### config.mk
export PLATFORM = sky130hd
export DESIGN_NAME = mpd_exec
export DESIGN_NICKNAME = d
export VERILOG_FILES = /design/src/rtl/multilevel_priority_task_dispatcher_assert.svh /design/src/rtl/mpd_pkg.sv /design/src/rtl/mpd_exec.sv
export SDC_FILE = /design/constraint.sdc
export NUM_CORES = 1
export LEC_CHECK = 0
export ABC_AREA = 0
export BUFFER_PORTS_ARGS = -buffer_cell sky130_fd_sc_hd__buf_2
export CAP_MARGIN = 10
export CORE_AREA = 2 2 134 136
export DETAILED_ROUTE_END_ITERATION = 7
export DIE_AREA = 0 0 136 138
export SYNTH_ARGS = -nofsm -noshare
export SYNTH_HDL_FRONTEND = slang
export SYNTH_SLANG_ARGS = --single-unit
### constraint.sdc
create_clock -name vclk -period 6.95
set_input_delay 0.695 -clock vclk [all_inputs]
set_output_delay 0.695 -clock vclk [all_outputs]
set_load 0.03 [all_outputs]
### src/rtl/multilevel_priority_task_dispatcher_assert.svh
// Assertion macros for the task dispatcher checks.
`ifndef MULTILEVEL_PRIORITY_TASK_DISPATCHER_ASSERT_SVH
`define MULTILEVEL_PRIORITY_TASK_DISPATCHER_ASSERT_SVH

// Check a consequence in the same cycle as its trigger.
`define MPD_ASSERT_NOW(lbl, ante, cons, msg) \
    lbl: assert property (@(posedge i_clk) disable iff (!i_rst_n) (ante) |-> (cons)) \
        else $error(msg);

// Check a consequence in the cycle after its trigger.
`define MPD_ASSERT_NEXT(lbl, ante, cons, msg) \
    lbl: assert property (@(posedge i_clk) disable iff (!i_rst_n) (ante) |=> (cons)) \
        else $error(msg);

`endif

### src/rtl/mpd_pkg.sv
// Shared constants, types and helpers of the task dispatcher.
`timescale 1ns / 1ps

package mpd_pkg;

    // Sizing
    localparam int TASK_SLOTS      = 64;
    localparam int PRIORITY_LEVELS = 3;
    localparam int QUEUE_COUNT     = PRIORITY_LEVELS + 2;
    localparam int TASK_W          = $clog2(TASK_SLOTS);
    localparam int LVL_W           = (PRIORITY_LEVELS > 1) ? $clog2(PRIORITY_LEVELS) : 1;
    localparam int QIDX_W          = $clog2(QUEUE_COUNT);

    // Transaction field widths
    localparam int CMD_W = 3;
    localparam int TID_W = 6;
    localparam int PRI_W = 2;
    localparam int PC_W  = 32;
    localparam int ST_W  = 2;

    typedef enum logic [CMD_W-1:0] {
        CMD_ADMIT   = 3'd0,
        CMD_PREEMPT = 3'd1,
        CMD_IO_WAIT = 3'd2,
        CMD_IO_DONE = 3'd3,
        CMD_BLOCK   = 3'd4,
        CMD_FINISH  = 3'd5,
        CMD_QUERY   = 3'd6
    } t_cmd;

    typedef enum logic [ST_W-1:0] {
        ST_OK        = 2'd0,
        ST_NO_CHANGE = 2'd1,
        ST_IO_EMPTY  = 2'd2
    } t_status;

    typedef logic [TASK_W-1:0] t_slot;

    // Accepted command transaction
    typedef struct packed {
        logic [CMD_W-1:0] command;
        logic [TID_W-1:0] task_id;
        logic [PRI_W-1:0] task_priority;
        logic             device;
        logic [PC_W-1:0]  cpu_pc;
    } t_item;

    // Queue pointers and the running task
    typedef struct packed {
        logic [QUEUE_COUNT-1:0][TASK_W-1:0] head;
        logic [QUEUE_COUNT-1:0][TASK_W-1:0] tail;
        logic [QUEUE_COUNT-1:0]             ne;
        t_slot                              cur_task;
        logic                               cur_idle;
    } t_sched;

    // Read addresses of the task tables
    typedef struct packed {
        t_slot link;
        t_slot pc;
        t_slot pri;
    } t_rd_addr;

    // Write requests to the task tables
    typedef struct packed {
        logic             link_we;
        t_slot            link_addr;
        t_slot            link_data;
        logic             pc_we;
        t_slot            pc_addr;
        logic [PC_W-1:0]  pc_data;
        logic             pri_we;
        t_slot            pri_addr;
        logic [PRI_W-1:0] pri_data;
    } t_wr;

    // Response transaction
    typedef struct packed {
        logic [TID_W-1:0] running_task;
        logic             running_idle;
        logic [PC_W-1:0]  resume_pc;
        logic             switched;
        logic [ST_W-1:0]  status;
    } t_result;

    // Saturate a priority to the lowest level
    function automatic logic [LVL_W-1:0] clamp_level(input logic [PRI_W-1:0] p);
        logic [LVL_W-1:0] lv;
        if (int'(p) >= PRIORITY_LEVELS) begin
            lv = LVL_W'(PRIORITY_LEVELS - 1);
        end else begin
            lv = LVL_W'(p);
        end
        return lv;
    endfunction

endpackage

### src/rtl/mpd_exec.sv
// Command decode, queue update and dispatch logic for one transaction.
`timescale 1ns / 1ps

module mpd_exec
    import mpd_pkg::*;
(
    input  t_item            i_item,
    input  t_sched           i_sched,
    input  t_slot            i_rd_link,
    input  logic [PC_W-1:0]  i_rd_pc,
    input  logic [PRI_W-1:0] i_rd_pri,
    output t_rd_addr         o_rd_addr,
    output t_sched           o_sched,
    output t_wr              o_wr,
    output t_result          o_result
);

    logic [QIDX_W-1:0] w_dq;
    logic [LVL_W-1:0]  w_l0;
    t_slot             w_tid;
    t_slot             w_cur;

    // Pick the lowest-numbered non-empty ready level before any push
    always_comb begin
        w_l0 = '0;
        for (int l = PRIORITY_LEVELS - 1; l >= 0; l--) begin
            if (i_sched.ne[l]) begin
                w_l0 = LVL_W'(l);
            end
        end
    end

    assign w_dq  = QIDX_W'(PRIORITY_LEVELS) + QIDX_W'(i_item.device);
    assign w_tid = TASK_W'(i_item.task_id);
    assign w_cur = i_sched.cur_task;

    // Table reads: candidate pc/link, cur task pri; io_done: dev head link/pri
    always_comb begin
        o_rd_addr.pc = i_sched.head[w_l0];
        if (t_cmd'(i_item.command) == CMD_IO_DONE) begin
            o_rd_addr.link = i_sched.head[w_dq];
            o_rd_addr.pri  = i_sched.head[w_dq];
        end else begin
            o_rd_addr.link = i_sched.head[w_l0];
            o_rd_addr.pri  = w_cur;
        end
    end

    // Apply the command: pop, push, then dispatch
    always_comb begin
        t_sched            ns;
        t_wr               wr;
        logic              push_do;
        logic [QIDX_W-1:0] push_q;
        t_slot             push_t;
        logic              disp;
        logic              found;
        logic [LVL_W-1:0]  lv;
        t_slot             t;
        logic [PC_W-1:0]   run_pc;
        logic [ST_W-1:0]   status;

        ns      = i_sched;
        wr      = '0;
        push_do = 1'b0;
        push_q  = '0;
        push_t  = w_cur;
        disp    = 1'b0;
        found   = 1'b0;
        lv      = '0;
        t       = '0;
        run_pc  = i_item.cpu_pc;
        status  = ST_OK;

        unique case (t_cmd'(i_item.command))
            CMD_ADMIT: begin
                wr.pc_we    = 1'b1;
                wr.pc_addr  = w_tid;
                wr.pc_data  = '0;
                wr.pri_we   = 1'b1;
                wr.pri_addr = w_tid;
                wr.pri_data = PRI_W'(clamp_level(i_item.task_priority));
                push_do     = 1'b1;
                push_q      = QIDX_W'(clamp_level(i_item.task_priority));
                push_t      = w_tid;
            end
            CMD_PREEMPT, CMD_IO_WAIT: begin
                if (!i_sched.cur_idle) begin
                    wr.pc_we   = 1'b1;
                    wr.pc_addr = w_cur;
                    wr.pc_data = i_item.cpu_pc;
                    push_do    = 1'b1;
                    push_q     = (t_cmd'(i_item.command) == CMD_IO_WAIT) ? w_dq :
                                 QIDX_W'(clamp_level(i_rd_pri));
                end
                disp = 1'b1;
            end
            CMD_IO_DONE: begin
                if (i_sched.ne[w_dq]) begin
                    // Pop the device head and requeue it at its own level
                    t = i_sched.head[w_dq];
                    if (i_sched.head[w_dq] == i_sched.tail[w_dq]) begin
                        ns.ne[w_dq] = 1'b0;
                    end else begin
                        ns.head[w_dq] = i_rd_link;
                    end
                    push_do = 1'b1;
                    push_q  = QIDX_W'(clamp_level(i_rd_pri));
                    push_t  = t;
                end else begin
                    status = ST_IO_EMPTY;
                end
            end
            CMD_BLOCK, CMD_FINISH: begin
                if (!i_sched.cur_idle) begin
                    wr.pc_we   = 1'b1;
                    wr.pc_addr = w_cur;
                    wr.pc_data = i_item.cpu_pc;
                end
                disp = 1'b1;
            end
            default: begin
                status = ST_NO_CHANGE;
            end
        endcase

        // Append to the tail of the chosen queue
        if (push_do) begin
            if (ns.ne[push_q]) begin
                wr.link_we   = 1'b1;
                wr.link_addr = ns.tail[push_q];
                wr.link_data = push_t;
                ns.tail[push_q] = push_t;
            end else begin
                ns.head[push_q] = push_t;
                ns.tail[push_q] = push_t;
                ns.ne[push_q]   = 1'b1;
            end
        end

        // Start the head of the best ready level, forwarding this transaction's writes
        if (disp) begin
            for (int l = PRIORITY_LEVELS - 1; l >= 0; l--) begin
                if (ns.ne[l]) begin
                    found = 1'b1;
                    lv    = LVL_W'(l);
                end
            end
            if (found) begin
                t = ns.head[lv];
                if (ns.head[lv] == ns.tail[lv]) begin
                    ns.ne[lv] = 1'b0;
                end else if (wr.link_we && wr.link_addr == t) begin
                    ns.head[lv] = wr.link_data;
                end else begin
                    ns.head[lv] = i_rd_link;
                end
                ns.cur_task = t;
                ns.cur_idle = 1'b0;
                run_pc      = (wr.pc_we && wr.pc_addr == t) ? wr.pc_data : i_rd_pc;
            end else begin
                ns.cur_task = '0;
                ns.cur_idle = 1'b1;
                run_pc      = '0;
            end
        end

        o_sched = ns;
        o_wr    = wr;
        o_result.running_task = ns.cur_idle ? '0 : TID_W'(ns.cur_task);
        o_result.running_idle = ns.cur_idle;
        o_result.resume_pc    = run_pc;
        o_result.switched     = (i_sched.cur_idle != ns.cur_idle) ||
                                (!ns.cur_idle && i_sched.cur_task != ns.cur_task);
        o_result.status       = status;
    end

endmodule
---- Word level (Yosys, flattened, before mapping) ----
Index checks and enable logic that the tools add are counted.
cells by class
  $add $sub $neg .......................... 1
  magnitude comparators ................... 9
  eq/ne operators ......................... 11
  multiplexer cells ....................... 86
  bitwise logic cells ..................... 5
  reductions and logical operators ........ 12
operators by type and width
  kind                  number
  $mux W30              8
  $bwmux W30            5
  $mux W32              3
  $mux W6               13
  $pmux W39 S2          1
  $mux W65              1
  $bmux W6 S3           3
  $mux W39              1
  $bmux W6 S2           3
  $demux W6 S3          2
  $mux W5               6
  $mux W13              2
  $eq A6 B6 Y1          4
  $mux W2               11
  $demux W6 S2          1
  $mux W1               12
  $mux W12              1
  $pmux W6 S2           1
  $and A5 B5 Y5         2
  $mux W9               1
  $pmux W3 S3           1
  $lt A2 B4 Y1 const B  2
  $lt A3 B4 Y1 const B  2
  $mux W7               1
  25 further kinds      37
word-level totals
  register bits ........................... 0
  input bits .............................. 156
  output and inout port bits .............. 193
  word-level logic and storage cells ...... 124

---- Depth between registers and ports, before layout ----
  depth after elaboration ................. 30
  depth in mapped cells ................... 16
  depth with buffers taken out ............ 12

---- Worst setup path before layout ----
No wires, ideal clock.
  path type ............................... input port to output port
  start point ............................. input i_item[42] in the netlist's numbering
  end point ............................... output o_sched[54] in the netlist's numbering
  arrival time ............................ 4.751 ns
  data required time ...................... 6.255 ns
  path slack .............................. 1.504 ns
  stages .................................. 13
  path buffers ............................ 2
  path through ............................ buf_2 > or3_4 > clkinv_2 > buf_2 > and2_1 > a221oi_2 > o21ai_0 > a22oi_1 > o21ai_0 > a31oi_1 > nor4_2 > nor2_1 > mux2i_1
RTL lines
  item                line            source
  start: declaration  mpd_exec.sv:7   input t_item i_item,
  end: declaration    mpd_exec.sv:13  output t_sched o_sched,

==> run_results.csv <==
group,metric,value,unit
final_layout,nets,1196,
worst_setup_path,cp-start-kind,"input port",
synthesis,synthAdderAreaFrac,0,
placed_design,dp_slack,1.20,ns
grt,antenna_found_initial,0,
detailed_routing,firstDrtPassIters,6,
placed_design,port_buffers,349,
worst_setup_path,crit_end,"o_sched[49]",
die,num_io_pins,349,
grt,met3_usage,0.0374,
run,drv_cap,0,
worst_setup_path,crit_fanout,22,
worst_setup_path,slowest_delay,0.64,ns
timing,finalMaxSlewViolations,0,
synthesis,synth-compound-area-share,0.464,
final_layout,clock_buffers,0,
detailed_routing,wl,30400,um
grt,grt_max_degree,34,
final_layout,drive_above_1_share,0.434,
clocking,cts_setup_buffers,0,
worst_setup_path,worstPathArrival,5.25,ns
timing,setup_viol,0,
die,die_width,136,um
timing,worst_slack,1.01,ns
grt,grt_pass1_wl,44400,um
grt,track_usage,0.306,
timing,finalCritPeriodShare,0.855,
timing,maxClockFrequency,0.168,GHz
grt,busiest_layer,"met2",
synthesis,ys_warn_count,0,
final_layout,nFlopsAndLatches,0,
grt,grt_use_met2,0.529,
clocking,cts_resized,0,
synthesis,avgSynthCellArea,6.56,um2
synthesis,yosys-top-cells-area,"nor2_1 (6.9%), mux2i_1 (6.7%), o21ai_0 (6.5%)",
synthesis,synth_nets,860,
final_layout,final_util,0.380,
timing,holdWs,1.76,ns
worst_setup_path,path_cells,"buf_2 > buf_4 > mux2i_1 > a221oi_1 > nand3_2 > nor3_4 > mux2_2 > a222oi_1 > buf_4 > o21ai_0 > a31oi_1 > nor4_2 > buf_4 > nor4_4 > mux2i_1 > buf_4 > buf_2",
min_path,hold_class,"in2out",
power_and_ir_drop,leakage,3.40,nW
clocking,cts_hold_buffers,0,
status,status,"finished, final reports clean",
timing,rsz0062_at_grt,"false",
final_layout,area_growth,44.5,%
synthesis,synth_top_family_by_area,"compound AO/OA/AOI/OAI gates",
grt,grt_pass1_vias,6950,
synthesis,synthSimpleGateAreaFrac,0.310,
grt,grt_remaining_overflow,0,
detailed_routing,wl_per_cell,24.0,um
timing,slew_headroom,0.280,
synthesis,synth_area_leader_cell,"nor2_1",
worst_setup_path,worst_ep_required_time,6.25,ns
timing,setup_tns,0,ns
power_and_ir_drop,ir_drop,0.0460,mV
power_and_ir_drop,power.total,0.797,mW
worst_setup_path,crit_type,"in2out",
detailed_routing,drtAntennaViolNets,0,
timing,worst_slew_pin_slew,1.08,ns
synthesis,synth_xor_area_frac,0.0398,
worst_setup_path,cp_slowest_cell,"a221oi_1",
synthesis,synth.cell_area,4620,um2
synthesis,synthCells,704,
worst_setup_path,startpoint,"i_item[32]",
synthesis,yosys.cell_types.count,78,
final_layout,multi_input_area,4240,um2
final_layout,final.fill_count,1967,
worst_setup_path,crit_top_cell,"buf_4",
synthesis,synth.top_cell.area_share,0.0691,
placed_design,dp_hpwl,25000,um
final_layout,final_common_cell,"buf_2",
final_layout,regArea,0,um2
detailed_routing,drc,0,
timing,min_period,5.94,ns
die,start_util,0.263,
die,die-area,18800,um2
die,row_count,49,
detailed_routing,drt-initial-drc-count,793,
die,coreArea,17500,um2
final_layout,n_antenna_cell,0,
worst_setup_path,crit_path_end_kind,"output port",
placed_design,gp_congestion,0.984,
grt,met1_usage,0.390,
detailed_routing,via_per_inst,5.84,
power_and_ir_drop,power_density,120,nW/um2
die,die_y,138,um
final_layout,layout_common_cells,"buf_2 (349), nor2_1 (84), o21ai_0 (60)",
synthesis,ys_seq_area_frac,0,
timing,hold_viol,0,
synthesis,synthMuxAreaShare,0.102,
detailed_routing,vias,7394,
cell families after synthesis:
kind of cell	Yosys count
AOI/OAI and AO/OA	291
buffers and inverters	76
xor gates and xnor gates	21
muxes	45
and+or+nand+nor	271
per-layer routing:
layer / up-vias / part of all wire / wire length, um
met5: - / 0 / 0
met4: 0 / 0.039 / 1200
met3: 68 / 0.082 / 2500
met2: 460 / 0.48 / 14700
met1: 3481 / 0.40 / 12000
li1: 3385 / - / -
report_power, final:
part | internal, mW | leakage [nW] | switching, mW | total, mW
combinational | 0.250 | 3.40 | 0.547 | 0.797
sequential | 0 | 0 | 0 | 0
clock | 0 | 0 | 0 | 0
final cells by class:
type | count | share of cell area
Inverter | 17 | 0.00975
Multi-Input combinational cell | 628 | 0.636
Tap cell | 229 | 0.0430
Timing Repair Buffer | 393 | 0.311
cells in the mapped netlist, types with 6 or more instances:
cell type / instances
a21oi_1: 48
nand2_1: 58
nand3_1: 17
nor3_1: 8
mux2_2: 13
a21o_1: 15
clkbuf_1: 31
o22ai_1: 10
nand2b_1: 6
buf_6: 10
o21ai_1: 6
nor2_1: 85
a22oi_1: 23
a211oi_1: 8
and2_1: 12
buf_2: 13
inv_1: 16
and3_1: 37
a221o_1: 7
nand4_1: 6
nor2b_1: 11
xor2_1: 9
mux2i_1: 31
a31oi_1: 11
o31ai_1: 10
a22o_1: 33
o21ai_0: 60
xnor2_1: 12
worst max-delay path, delay by kind of cell:
| family | cells | cell delay [ns] |
|---|---|---|
| AOI/OAI and AO/OA | 4 | 1.34 |
| buffers and inverters | 6 | 1.17 |
| muxes | 3 | 0.90 |
| and+or+nand+nor | 4 | 1.13 |
through the flow:
step | std cells | cell area (um2)
after floorplan | 704 | 4620
after global placement | 1267 | 6670
after detailed placement | 1267 | 6670
after CTS | 1267 | 6670
after global routing | 1267 | 6670
final | 1267 | 6670
worst min-delay path by stage:
| stage | from | end | slack, ns | cells past startpoint |
|---|---|---|---|---|
| after floorplan | i_sched[2] | o_rd_addr[1] | 1.60 | 2 |
| final | i_rd_pc[27] | o_result[30] | 1.76 | 3 |
| after CTS | i_rd_pc[27] | o_result[30] | 1.76 | 3 |
| after global placement | i_rd_pc[2] | o_result[5] | 1.76 | 3 |
| after global routing | i_rd_pc[16] | o_result[19] | 1.77 | 3 |
| after detailed placement | i_rd_pc[27] | o_result[30] | 1.76 | 3 |
(Power assumes the default switching activity.)
