==> src/rtl/multilevel_priority_task_dispatcher_assert.svh <==
// Assertion macros for the task dispatcher checks.
`ifndef MULTILEVEL_PRIORITY_TASK_DISPATCHER_ASSERT_SVH
`define MULTILEVEL_PRIORITY_TASK_DISPATCHER_ASSERT_SVH

// Check a consequence in the same cycle as its trigger.
`define MPD_ASSERT_NOW(lbl, ante, cons, msg) \
    lbl: assert property (@(posedge i_clk) disable iff (!i_rst_n) (ante) |-> (cons)) \
        else $error(msg);

// Check a consequence in the cycle after its trigger.
`define MPD_ASSERT_NEXT(lbl, ante, cons, msg) \
    lbl: assert property (@(posedge i_clk) disable iff (!i_rst_n) (ante) |=> (cons)) \
        else $error(msg);

`endif

==> src/rtl/mpd_ram.sv <==
// Generic single-port-write RAM with a registered read port.
`timescale 1ns / 1ps

module mpd_ram #(
    parameter int WIDTH = 8,
    parameter int DEPTH = 64
) (
    input  logic                     i_clk,
    input  logic                     i_we,
    input  logic [$clog2(DEPTH)-1:0] i_waddr,
    input  logic [WIDTH-1:0]         i_wdata,
    input  logic [$clog2(DEPTH)-1:0] i_raddr,
    output logic [WIDTH-1:0]         o_rdata
);

    logic [WIDTH-1:0] r_mem [DEPTH];
    logic [WIDTH-1:0] r_rdata;

    // Write on request, register every read
    always_ff @(posedge i_clk) begin
        if (i_we) begin
            r_mem[i_waddr] <= i_wdata;
        end
        r_rdata <= r_mem[i_raddr];
    end

    assign o_rdata = r_rdata;

endmodule

==> config.mk <==
export PLATFORM = sky130hd
export DESIGN_NAME = mpd_ram
export DESIGN_NICKNAME = d
export VERILOG_FILES = /design/src/rtl/multilevel_priority_task_dispatcher_assert.svh /design/src/rtl/mpd_ram.sv
export SDC_FILE = /design/constraint.sdc
export NUM_CORES = 1
export LEC_CHECK = 0
export BUFFER_PORTS_ARGS = -buffer_cell sky130_fd_sc_hd__buf_4
export CORE_MARGIN = 10
export CORE_UTILIZATION = 56
export CTS_BUF_LIST = sky130_fd_sc_hd__clkbuf_16
export CTS_CLUSTER_SIZE = 24
export DETAILED_ROUTE_END_ITERATION = 7
export MAX_ROUTING_LAYER = met4
export PLACE_DENSITY = 0.75
export SYNTH_ARGS = -nofsm -noshare
export SYNTH_HDL_FRONTEND = slang
export SYNTH_SLANG_ARGS = --single-unit
==> constraint.sdc <==
create_clock -name i_clk -period 1.9 [get_ports i_clk]
set_input_delay 0.19 -clock i_clk [delete_from_list [all_inputs] [get_ports i_clk]]
set_output_delay 0.19 -clock i_clk [all_outputs]
set_load 0.01 [all_outputs]
* After elaboration in Yosys (flattened, before gate mapping)
Memories as Yosys holds them, arrays and structs flattened. A register that Yosys moved wholly into a read port is not among the register bits. Cells that the tools add are included.
Cells by class: mux-type cells 2
Operators by type and width (count):
- $mux 1 | 2
Word-level totals: output and inout port bits 8, memories 1, logic and storage cells 3, input bits 22, register bits after elaboration 0, RAM bits 512
Memory list:
- r_mem | depth 64, width 8, rd ports 1, clocked after Yosys merged registers in 1, wr ports 1, line mpd_ram.sv:16 | logic [WIDTH-1:0] r_mem [DEPTH];

* Logic depth before layout (Yosys ltp)
Gate-level depths: netlist (run 1).
depth after elaboration 2, mapped depth 9, mapped depth without buffers 5

* Least setup slack after synthesis (run 1)
No wires, ideal clock.
path kind input port to flip-flop, start in i_raddr[1], end reg r_rdata[3], in the netlist o_rdata[3], read port of r_mem, data required time 1.772 ns, library setup time 0.128 ns, buffers on the path 3, stages on the path 7, data arrival time 1.730 ns, setup slack 0.042 ns, cells stage by stage buf_4 buf_2 buf_2 mux4_2 mux4_2 o21ai_1 o41ai_1
RTL lines:
- from (decl) | line mpd_ram.sv:12 | input logic [$clog2(DEPTH)-1:0] i_raddr,
- to (decl) | line mpd_ram.sv:17 | logic [WIDTH-1:0] r_rdata;

==> flow_summary.ini, run 1 <==
[outcome]
status = finished clean

[timing]
tightest_slew_ns = 0.728
finClkSkew_ns = 0.0150
setup_viol = 0
fin_crit_sh_pct = 98.5
report.final.hold_viol_count = 0
period_needed_ns = 1.87
fin_setup_tns_ns = 0
drv_slew = 0
fmax_mhz = 535
relSlewSlack_pct = 51.4
fin_ws_ns = 0.0294

[critical_path]
crit_path_start_kind = flop
r2r_slack_ns = 0.03
cp_max_fo = 1
reg2reg_from = r_mem[15][2]$_DFFE_PP_
worst-setup-path-type = reg -> reg
regToRegEndpoint = o_rdata[2]$_DFF_P_
cp-end-kind = flop
ff2ff_path_depth = 5
critPathArrivalTime_ns = 2.33
cp_data_required_time_ns = 2.36

[logic_synthesis]
synth_top_area_share_pct = 76.2
synth_fp_nets = 962
synth_flop_cell = edfxtp_1
yosysWarnings = 0
synthCells = 940
seq_area_frac_synth_pct = 77.0
synth.most_common_cell = edfxtp_1
synthAdderAreaFrac_pct = 0
avgSynthCellArea_um2 = 21.5
synth_area_um2 = 20200
synthXorXnorAreaFrac_pct = 0
ys_types = 40
yosys-mux-area-fraction_pct = 15.9
synth_top_family_by_area = multiplexers
ys_ff_latch = 520
synthTopCellsByCount = 512 x edfxtp_1, 126 x mux4_2, 83 x nor2_1
ys_async_sr_fraction_pct = 0
synth_compound_area_share_pct = 2.07
yosys.area_share.simple_pct = 3.39
synth_top_cell_by_area = edfxtp_1
synthTopCellsByArea = edfxtp_1 76%, mux4_2 14%, nor2_1 1.5%
synth_edf_count = 512

[power_and_ir_drop]
p_clk_share_pct = 42.0
p_sw_share_pct = 20.2
seqPwrFrac_pct = 52.7
total_power_mw = 24.2
peakVddDrop_mv = 0.919
internal_power_mw = 19.3
power_density_nw_per_um2 = 1030
p_leak_nw = 7.70
switchingPower_mw = 4.88
comb_power_share_pct = 5.4

[grt]
antenna_found_initial = 0
gr-total-overflow = 0
grt_start_max_net_pins = 65
grt_pass1_wl_um = 68600
first_global_vias = 10674
track_usage_pct = 21.3

[clocking]
cts.clk_slew.worst_paths_ns = 0.06
clk_latency_ns = 0.56
cts_made_buffers = 49
clockRootBuffer = clkbuf_16
cts_tree = built
max-clock-path-buffers = 3
clock_sinks = 520
cts-htree-levels = 2

[drt]
viasPerCell = 6.36
drt_wl_total_um = 45500
routedWlPerCell_um = 28.3
drtIter0Drc = 1025
drtPass1Iterations = 5
remaining_drc_errors = 0
ant_nets = 0
vias = 10200

[cells_and_area]
drive_above_1_share_pct = 33.4
fill_cells = 2247
antennaDiodeCount = 0
syn_to_final_growth_pct = 16.7
design_area_um2 = 23500
layout.nets = 1130

[die]
die_h_um = 210
initial_core_util_pct = 56.7
core-area_um2 = 35600
ios = 30
num_rows = 69
die_area_um2 = 44000
dieWidth_um = 210

[min_path]
min_from = i_raddr[4]
hold_depth = 3
hold_end = o_rdata[2]$_DFF_P_
hp-class = in -> reg

[run]
drv_cap = 0

[place]
finalWeightedCongestion = 0.808
dp_hpwl_um = 27600
dp_slack_ns = -0.383
place_area_um2 = 21800
port_buffers = 29
flip-flops by register name (all words and copies together), names as in the netlist:
| name | flops |
|---|---|
| r_mem | 512 |
| o_rdata | 8 |
how the worst max path moves through the flow:
stage | startpoint | slack (ns) | to
final | r_mem[15][2]$_DFFE_PP_ | 0.03 | o_rdata[2]$_DFF_P_
after global routing | r_mem[3][3]$_DFFE_PP_ | -0.03 | o_rdata[3]$_DFF_P_
after CTS | r_mem[2][5]$_DFFE_PP_ | 0.003 | o_rdata[5]$_DFF_P_
after detailed placement | i_raddr[0] | -0.38 | o_rdata[0]$_DFF_P_
after global placement | i_raddr[0] | -0.40 | o_rdata[6]$_DFF_P_
after floorplan | i_raddr[1] | 0.04 | o_rdata[3]$_DFF_P_
layout make-up:
| class | instances | area, um^2 | share of cell area [%] |
|---|---|---|---|
| Clock buffer | 51 | 1280 | 5.42 |
| Clock inverter | 36 | 398 | 1.69 |
| Multi-Input combinational cell | 369 | 4350 | 18.5 |
| Sequential cell | 520 | 15500 | 66.0 |
| Tap cell | 461 | 577 | 2.45 |
| Timing Repair Buffer | 168 | 1400 | 5.93 |
power by group through the flow:
stage / clock, mW / sequential, mW / combinational (mW)
finish: 10.2 / 12.7 / 1.30
global route: 10.7 / 12.7 / 1.37
CTS: 10.3 / 12.7 / 1.30
detailed placement: 0 / 13.0 / 1.28
global placement: 0 / 13.0 / 1.25
floorplan: 0 / 13.0 / 0.677
cells by family (layout without fill, tap and decap cells):
family / after synthesis / count (layout)
AOI/OAI and AO/OA: 54 / 54
buffers and inverters: 51 / 255
DFF: 520 / 520
muxes: 162 / 162
and+or+nand+nor: 153 / 153
routing by layer:
| layer | GRT usage, % | share of wire [%] | vias up |
|---|---|---|---|
| met5 | - | 0 | - |
| met4 | 7.37 | 2.9 | 0 |
| met3 | 3.06 | 6.9 | 96 |
| met2 | 33.2 | 49 | 485 |
| met1 | 28.5 | 41 | 5356 |
| li1 | - | - | 4263 |
repair_timing:
action,CTS,global route
hold buffers,1,0
setup endpoints to repair,3,5
gates resized for setup,5,5
setup buffers,0,0
pin swaps,1,1
endpoints found under the hold margin,4,0
worst max-delay path, stage by stage (launching register included):
cell and delay [ns]:
edfxtp_1 0.40, mux4_2 0.48, mux4_2 0.52, nor2_2 0.12, nor3_1 0.10, o2bb2ai_1 0.13
placed cells by master (no fill, tap or decap), types with 9 or more instances in the layout:
cell,count
edfxtp_1,512
buf_4,156
mux4_2,126
nor2_1,82
clkbuf_16,51
mux2i_1,23
nand2_1,19
nor2b_1,14
mux2_2,13
nand3_1,13
clkinv_1,10
buf_12,10
bufinv_16,9
through the flow:
stage | hold slack [ns] | std cells | utilization (%)
after detailed placement | 0.544 | 1517 | 61.3
final | 0.105 | 1605 | 66.2
after global routing | 0.120 | 1605 | 66.2
after CTS | 0.0846 | 1605 | 66.1
after floorplan | 0.289 | 940 | -
after global placement | 0.540 | 1517 | 61.3
(Power assumes the default switching activity.)
==> run 2, diff against run 1 <==
--- a/config.mk
+++ b/config.mk
@@ -7,12 +7,12 @@
 export LEC_CHECK = 0
 export BUFFER_PORTS_ARGS = -buffer_cell sky130_fd_sc_hd__buf_4
 export CORE_MARGIN = 10
-export CORE_UTILIZATION = 56
-export CTS_BUF_LIST = sky130_fd_sc_hd__clkbuf_16
+export CORE_UTILIZATION = 59
+export CTS_BUF_LIST = sky130_fd_sc_hd__clkbuf_2
 export CTS_CLUSTER_SIZE = 24
 export DETAILED_ROUTE_END_ITERATION = 7
 export MAX_ROUTING_LAYER = met4
-export PLACE_DENSITY = 0.75
+export PLACE_DENSITY = 0.78
 export SYNTH_ARGS = -nofsm -noshare
 export SYNTH_HDL_FRONTEND = slang
 export SYNTH_SLANG_ARGS = --single-unit
==> flow_summary.ini, run 2 (synthesized netlist as in run 1, its figures left out) <==
[critical_path]
worst-setup-path-type = reg -> reg
path_cells = mux4_2 > mux2_4 > o221a_4 > nor3_2 > buf_4 > o32ai_1
crit_path_start_kind = flop
cp_max_fo = 1
cp_data_required_time_ns = 2.82
cp-end-kind = flop
critPathArrivalTime_ns = 2.83
r2r_slack_ns = -0.01
cpMaxStageDelayCell = mux4_2
regToRegEndpoint = o_rdata[4]$_DFF_P_
reg2reg_from = r_mem[24][4]$_DFFE_PP_
ff2ff_path_depth = 6
max_stage_delay_ns = 0.48

[cells_and_area]
drive_above_1_share_pct = 39.4
post-route-util_pct = 69.2
mostFrequentLayoutCells = 512 x edfxtp_1, 176 x buf_4, 171 x clkbuf_2, 126 x mux4_2, 83 x nor2_1
seqCellArea_um2 = 15500
syn_to_final_growth_pct = 15.4
fill_cells = 2050
top_register = r_mem
final_common_cell = edfxtp_1
multi_input_area_um2 = 4390
largest_reg_flops = 512
fin_cells = 1757
layout.nets = 1242

[clocking]
cts_tree = built
cts_made_buffers = 120
clockRootBuffer = clkbuf_2
cts_setup_buffers = 0
cts.clk_slew.worst_paths_ns = 0.11
clk_latency_ns = 1.05
clock_sinks = 520
max-clock-path-buffers = 3
cts-htree-levels = 3

[drt]
remaining_drc_errors = 0
drtIter0Drc = 1130
top_layer = met4
drtPass1Iterations = 5
routedWlPerCell_um = 25.3
vias = 10788
dr_wl_met3_um = 4730
wl_met2_um = 21600
viasPerCell = 6.14
ant_nets = 0
drt_wl_total_um = 44500
met1_length_um = 16900

[timing]
tightest_slew_ns = 0.713
fin_ws_ns = -0.0118
period_needed_ns = 1.91
relSlewSlack_pct = 52.5
finClkSkew_ns = 0.118
rsz0062_at_grt = true
whs_ns = 0.0693
setup_viol = 1
report.final.hold_viol_count = 0
fin_crit_sh_pct = 101
fmax_mhz = 523
drv_slew = 0

[die]
ios = 30
num_rows = 67
dieWidth_um = 205
initial_core_util_pct = 60.0
die_h_um = 205
core-area_um2 = 33600
die_area_um2 = 42000

[power_and_ir_drop]
comb_power_share_pct = 6.5
p_clk_share_pct = 32.2
peakVddDrop_mv = 0.461
seqPwrFrac_pct = 61.2
p_sw_share_pct = 23.8
total_power_mw = 20.8
switchingPower_mw = 4.96
power_density_nw_per_um2 = 893
internal_power_mw = 15.8
p_leak_nw = 7.86

[min_path]
min_from = i_raddr[1]
hp-class = in -> reg
hold_end = o_rdata[1]$_DFF_P_
hold_depth = 6

[grt]
gr-total-overflow = 0
grt_start_max_net_pins = 65
grt_pass1_wl_um = 66900
antenna_found_initial = 3
first_global_vias = 11073
track_usage_pct = 22.3

[outcome]
status = finished with violations
violations = setup timing

[place]
placedCellCount = 1523
port_buffers = 29
dp_hpwl_um = 27800
dp_slack_ns = -0.522
finalWeightedCongestion = 0.891

[run]
drv_cap = 0
[run 2: final cells by class]
class / instances / area share [%]
Antenna cell: 3 / 0.0323
Clock buffer: 171 / 3.68
Clock inverter: 37 / 0.779
Multi-Input combinational cell: 369 / 18.8
Sequential cell: 520 / 66.8
Tap cell: 448 / 2.41
Timing Repair Buffer: 209 / 7.50
[run 2: how the worst max path moves through the flow]
stage	start	end	slack, ns	depth (start not counted)
floorplan	i_raddr[1]	o_rdata[3]$_DFF_P_	0.04	7
global placement	i_raddr[0]	o_rdata[6]$_DFF_P_	-0.48	7
detailed placement	i_raddr[0]	o_rdata[6]$_DFF_P_	-0.52	7
CTS	r_mem[21][6]$_DFFE_PP_	o_rdata[6]$_DFF_P_	0.002	5
global route	r_mem[24][4]$_DFFE_PP_	o_rdata[4]$_DFF_P_	-0.09	6
finish	r_mem[24][4]$_DFFE_PP_	o_rdata[4]$_DFF_P_	-0.01	6
[run 2: worst max-delay path, delay by kind of cell, from the launching register on]
| kind | cells | cell delay, ns |
|---|---|---|
| buf+inv | 1 | 0.14 |
| flops | 1 | 0.41 |
| simple gates | 1 | 0.10 |
| compound gates | 2 | 0.36 |
| mux | 2 | 0.76 |
[run 2: through the flow]
step	instance area (um^2)	setup TNS (ns)
6_report	23300	-0.0118
5_1_grt	23300	-0.103
4_1_cts	23200	0
3_5_place_dp	21900	-2.22
3_3_place_gp	21900	-2.08
2_1_floorplan	20200	0
[run 2: per-layer routing]
metal  up-vias  global-route usage [%]
met5         -                       -
met4         0                    8.77
met3       107                    6.14
met2       633                    33.6
met1      5477                    28.6
li1       4571                       -
[run 2: repair_timing]
action,CTS,global route
endpoints found under the setup margin,5,5
gates resized for setup,10,3
endpoints found under the hold margin,971,0
pin swaps,2,1
hold buffers,23,0
[run 2: power by group through the flow]
stage | Combinational (mW) | Sequential [mW] | Clock, mW
floorplan | 0.677 | 13.0 | 0
global placement | 1.27 | 13.0 | 0
detailed placement | 1.30 | 13.0 | 0
CTS | 1.35 | 12.7 | 6.87
global route | 1.44 | 12.7 | 7.44
finish | 1.36 | 12.7 | 6.70
==> run 3, diff against run 2 <==
--- a/config.mk
+++ b/config.mk
@@ -5,7 +5,7 @@
 export SDC_FILE = /design/constraint.sdc
 export NUM_CORES = 1
 export LEC_CHECK = 0
-export BUFFER_PORTS_ARGS = -buffer_cell sky130_fd_sc_hd__buf_4
+export BUFFER_PORTS_ARGS = -buffer_cell sky130_fd_sc_hd__buf_2
 export CORE_MARGIN = 10
 export CORE_UTILIZATION = 59
 export CTS_BUF_LIST = sky130_fd_sc_hd__clkbuf_2
==> flow_summary.ini, run 3 (synthesized netlist as in run 1, its figures left out) <==
[grt]
first_global_vias = 10958
use_met3_pct = 4.99
gr-total-overflow = 0
grt_pass1_wl_um = 67300
top_usage_layer = met2
track_usage_pct = 22.4
antenna_found_initial = 1
grt_start_max_net_pins = 65
use_met2_pct = 33.5
grt_util_met1_pct = 30.3

[place]
dp_hpwl_um = 28100
placedCellCount = 1523
port_buffers = 29
finalWeightedCongestion = 0.873

[timing]
setup_viol = 2
period_needed_ns = 1.95
report.final.hold_viol_count = 8
fmax_mhz = 512
fin_ws_ns = -0.0532
rsz0062_at_grt = true
drv_slew = 0
relSlewSlack_pct = 21.0
fin_crit_sh_pct = 103
finClkSkew_ns = 0.0563
tightest_slew_ns = 1.19
whs_ns = -0.312

[power_and_ir_drop]
peakVddDrop_mv = 0.535
p_leak_nw = 7.85
p_sw_share_pct = 24.4
power_density_nw_per_um2 = 893
comb_power_share_pct = 6.5
p_clk_share_pct = 32.2
switchingPower_mw = 5.07
internal_power_mw = 15.7
seqPwrFrac_pct = 61.2

[clocking]
cts-htree-levels = 3
cts_tree = built
clock_sinks = 520
hold_buffers = 17
cts_made_buffers = 119
cts_setup_buffers = 0
clockRootBuffer = clkbuf_2
cts.clk_slew.worst_paths_ns = 0.10
max-clock-path-buffers = 3
clk_latency_ns = 1.01

[cells_and_area]
syn_to_final_growth_pct = 15.4
fin_cells = 1764
top_register = r_mem
mostFrequentLayoutCells = 512 x edfxtp_1, 154 x clkbuf_2, 143 x buf_4, 126 x mux4_2, 82 x nor2_1
layout.nets = 1235
largest_reg_flops = 512
seqCellArea_um2 = 15500
multi_input_area_um2 = 4390
post-route-util_pct = 69.2
fill_cells = 2051
final_common_cell = edfxtp_1
drive_above_1_share_pct = 38.9

[die]
die_h_um = 205
ios = 30
die_area_um2 = 42000
dieWidth_um = 205
core-area_um2 = 33600
initial_core_util_pct = 60.0
num_rows = 67

[drt]
drtIter0Drc = 1153
routedWlPerCell_um = 25.3
viasPerCell = 6.06
ant_nets = 0
drtPass1Iterations = 5
remaining_drc_errors = 0
vias = 10687
drt_wl_total_um = 44600

[critical_path]
cp_max_fo = 1
worst-setup-path-type = reg -> reg
crit_path_start_kind = flop
critPathArrivalTime_ns = 2.79
cp_data_required_time_ns = 2.73
cp-end-kind = flop

[min_path]
hp-class = in -> reg

[outcome]
violations = hold timing, setup timing
status = finished with violations

[run]
drv_cap = 0
run 3: cell type report:
type                       count  area share (%)
sequential                   520            66.7
multi-input combinational    369            18.9
timing repair buffer         203            7.34
clock buffer                 154            3.31
tap                          448            2.41
clock inverter                68            1.30
antenna                        2          0.0215
run 3: through the flow:
stage	cell area [um^2]	TNS (ns)	hold slack (ns)	setup WS (ns)	power (mW)
finish	23300	-0.0673	-0.312	-0.0532	20.8
CTS	23300	-0.0741	-0.390	-0.0405	20.9
global placement	21900	-2.07	0.644	-0.331	14.3
detailed placement	21900	-2.23	0.659	-0.350	14.3
floorplan	20200	0	0.289	0.0423	13.6
global route	23300	-0.195	-0.406	-0.0825	21.7
run 3: path summary, 6_finish.rpt:
check	start	endpoint	slack, ns	cells past startpoint
setup / recovery	r_mem[21][4]$_DFFE_PP_	o_rdata[4]$_DFF_P_	-0.05	5
hold / removal	i_raddr[5]	o_rdata[1]$_DFF_P_	-0.31	3
setup reg to reg	r_mem[21][4]$_DFFE_PP_	o_rdata[4]$_DFF_P_	-0.05	5
hold reg to reg	r_mem[22][2]$_DFFE_PP_	o_rdata[2]$_DFF_P_	0.85	4
run 3: power by group through the flow:
stage | Clock, mW | Sequential [mW] | Combinational, mW
6_report | 6.70 | 12.7 | 1.36
5_1_grt | 7.49 | 12.7 | 1.44
4_1_cts | 6.83 | 12.7 | 1.35
3_5_place_dp | 0 | 13.0 | 1.30
3_3_place_gp | 0 | 13.0 | 1.27
2_1_floorplan | 0 | 13.0 | 0.677
run 3: worst max-delay path, cell delays in order, from the launching register on:
cell	delay [ns]
edfxtp_1	0.40
mux4_2	0.49
mux2_2	0.29
o221a_4	0.29
nor3_4	0.21
o32ai_1	0.12
run 3: repair_timing:
action | in CTS | in global routing
setup endpoints to repair | 6 | 4
endpoints found under the hold margin | 635 | 8
resized for setup | 10 | 4
gates cloned | 0 | 0
pin swaps | 2 | 1
run 3: routing by layer:
metal,share of wire (%),up-vias,wire length (um)
met5,0,-,0
met4,2.6,0,1180
met3,9.8,94,4350
met2,49,614,21700
met1,39,5420,17300
li1,-,4559,-
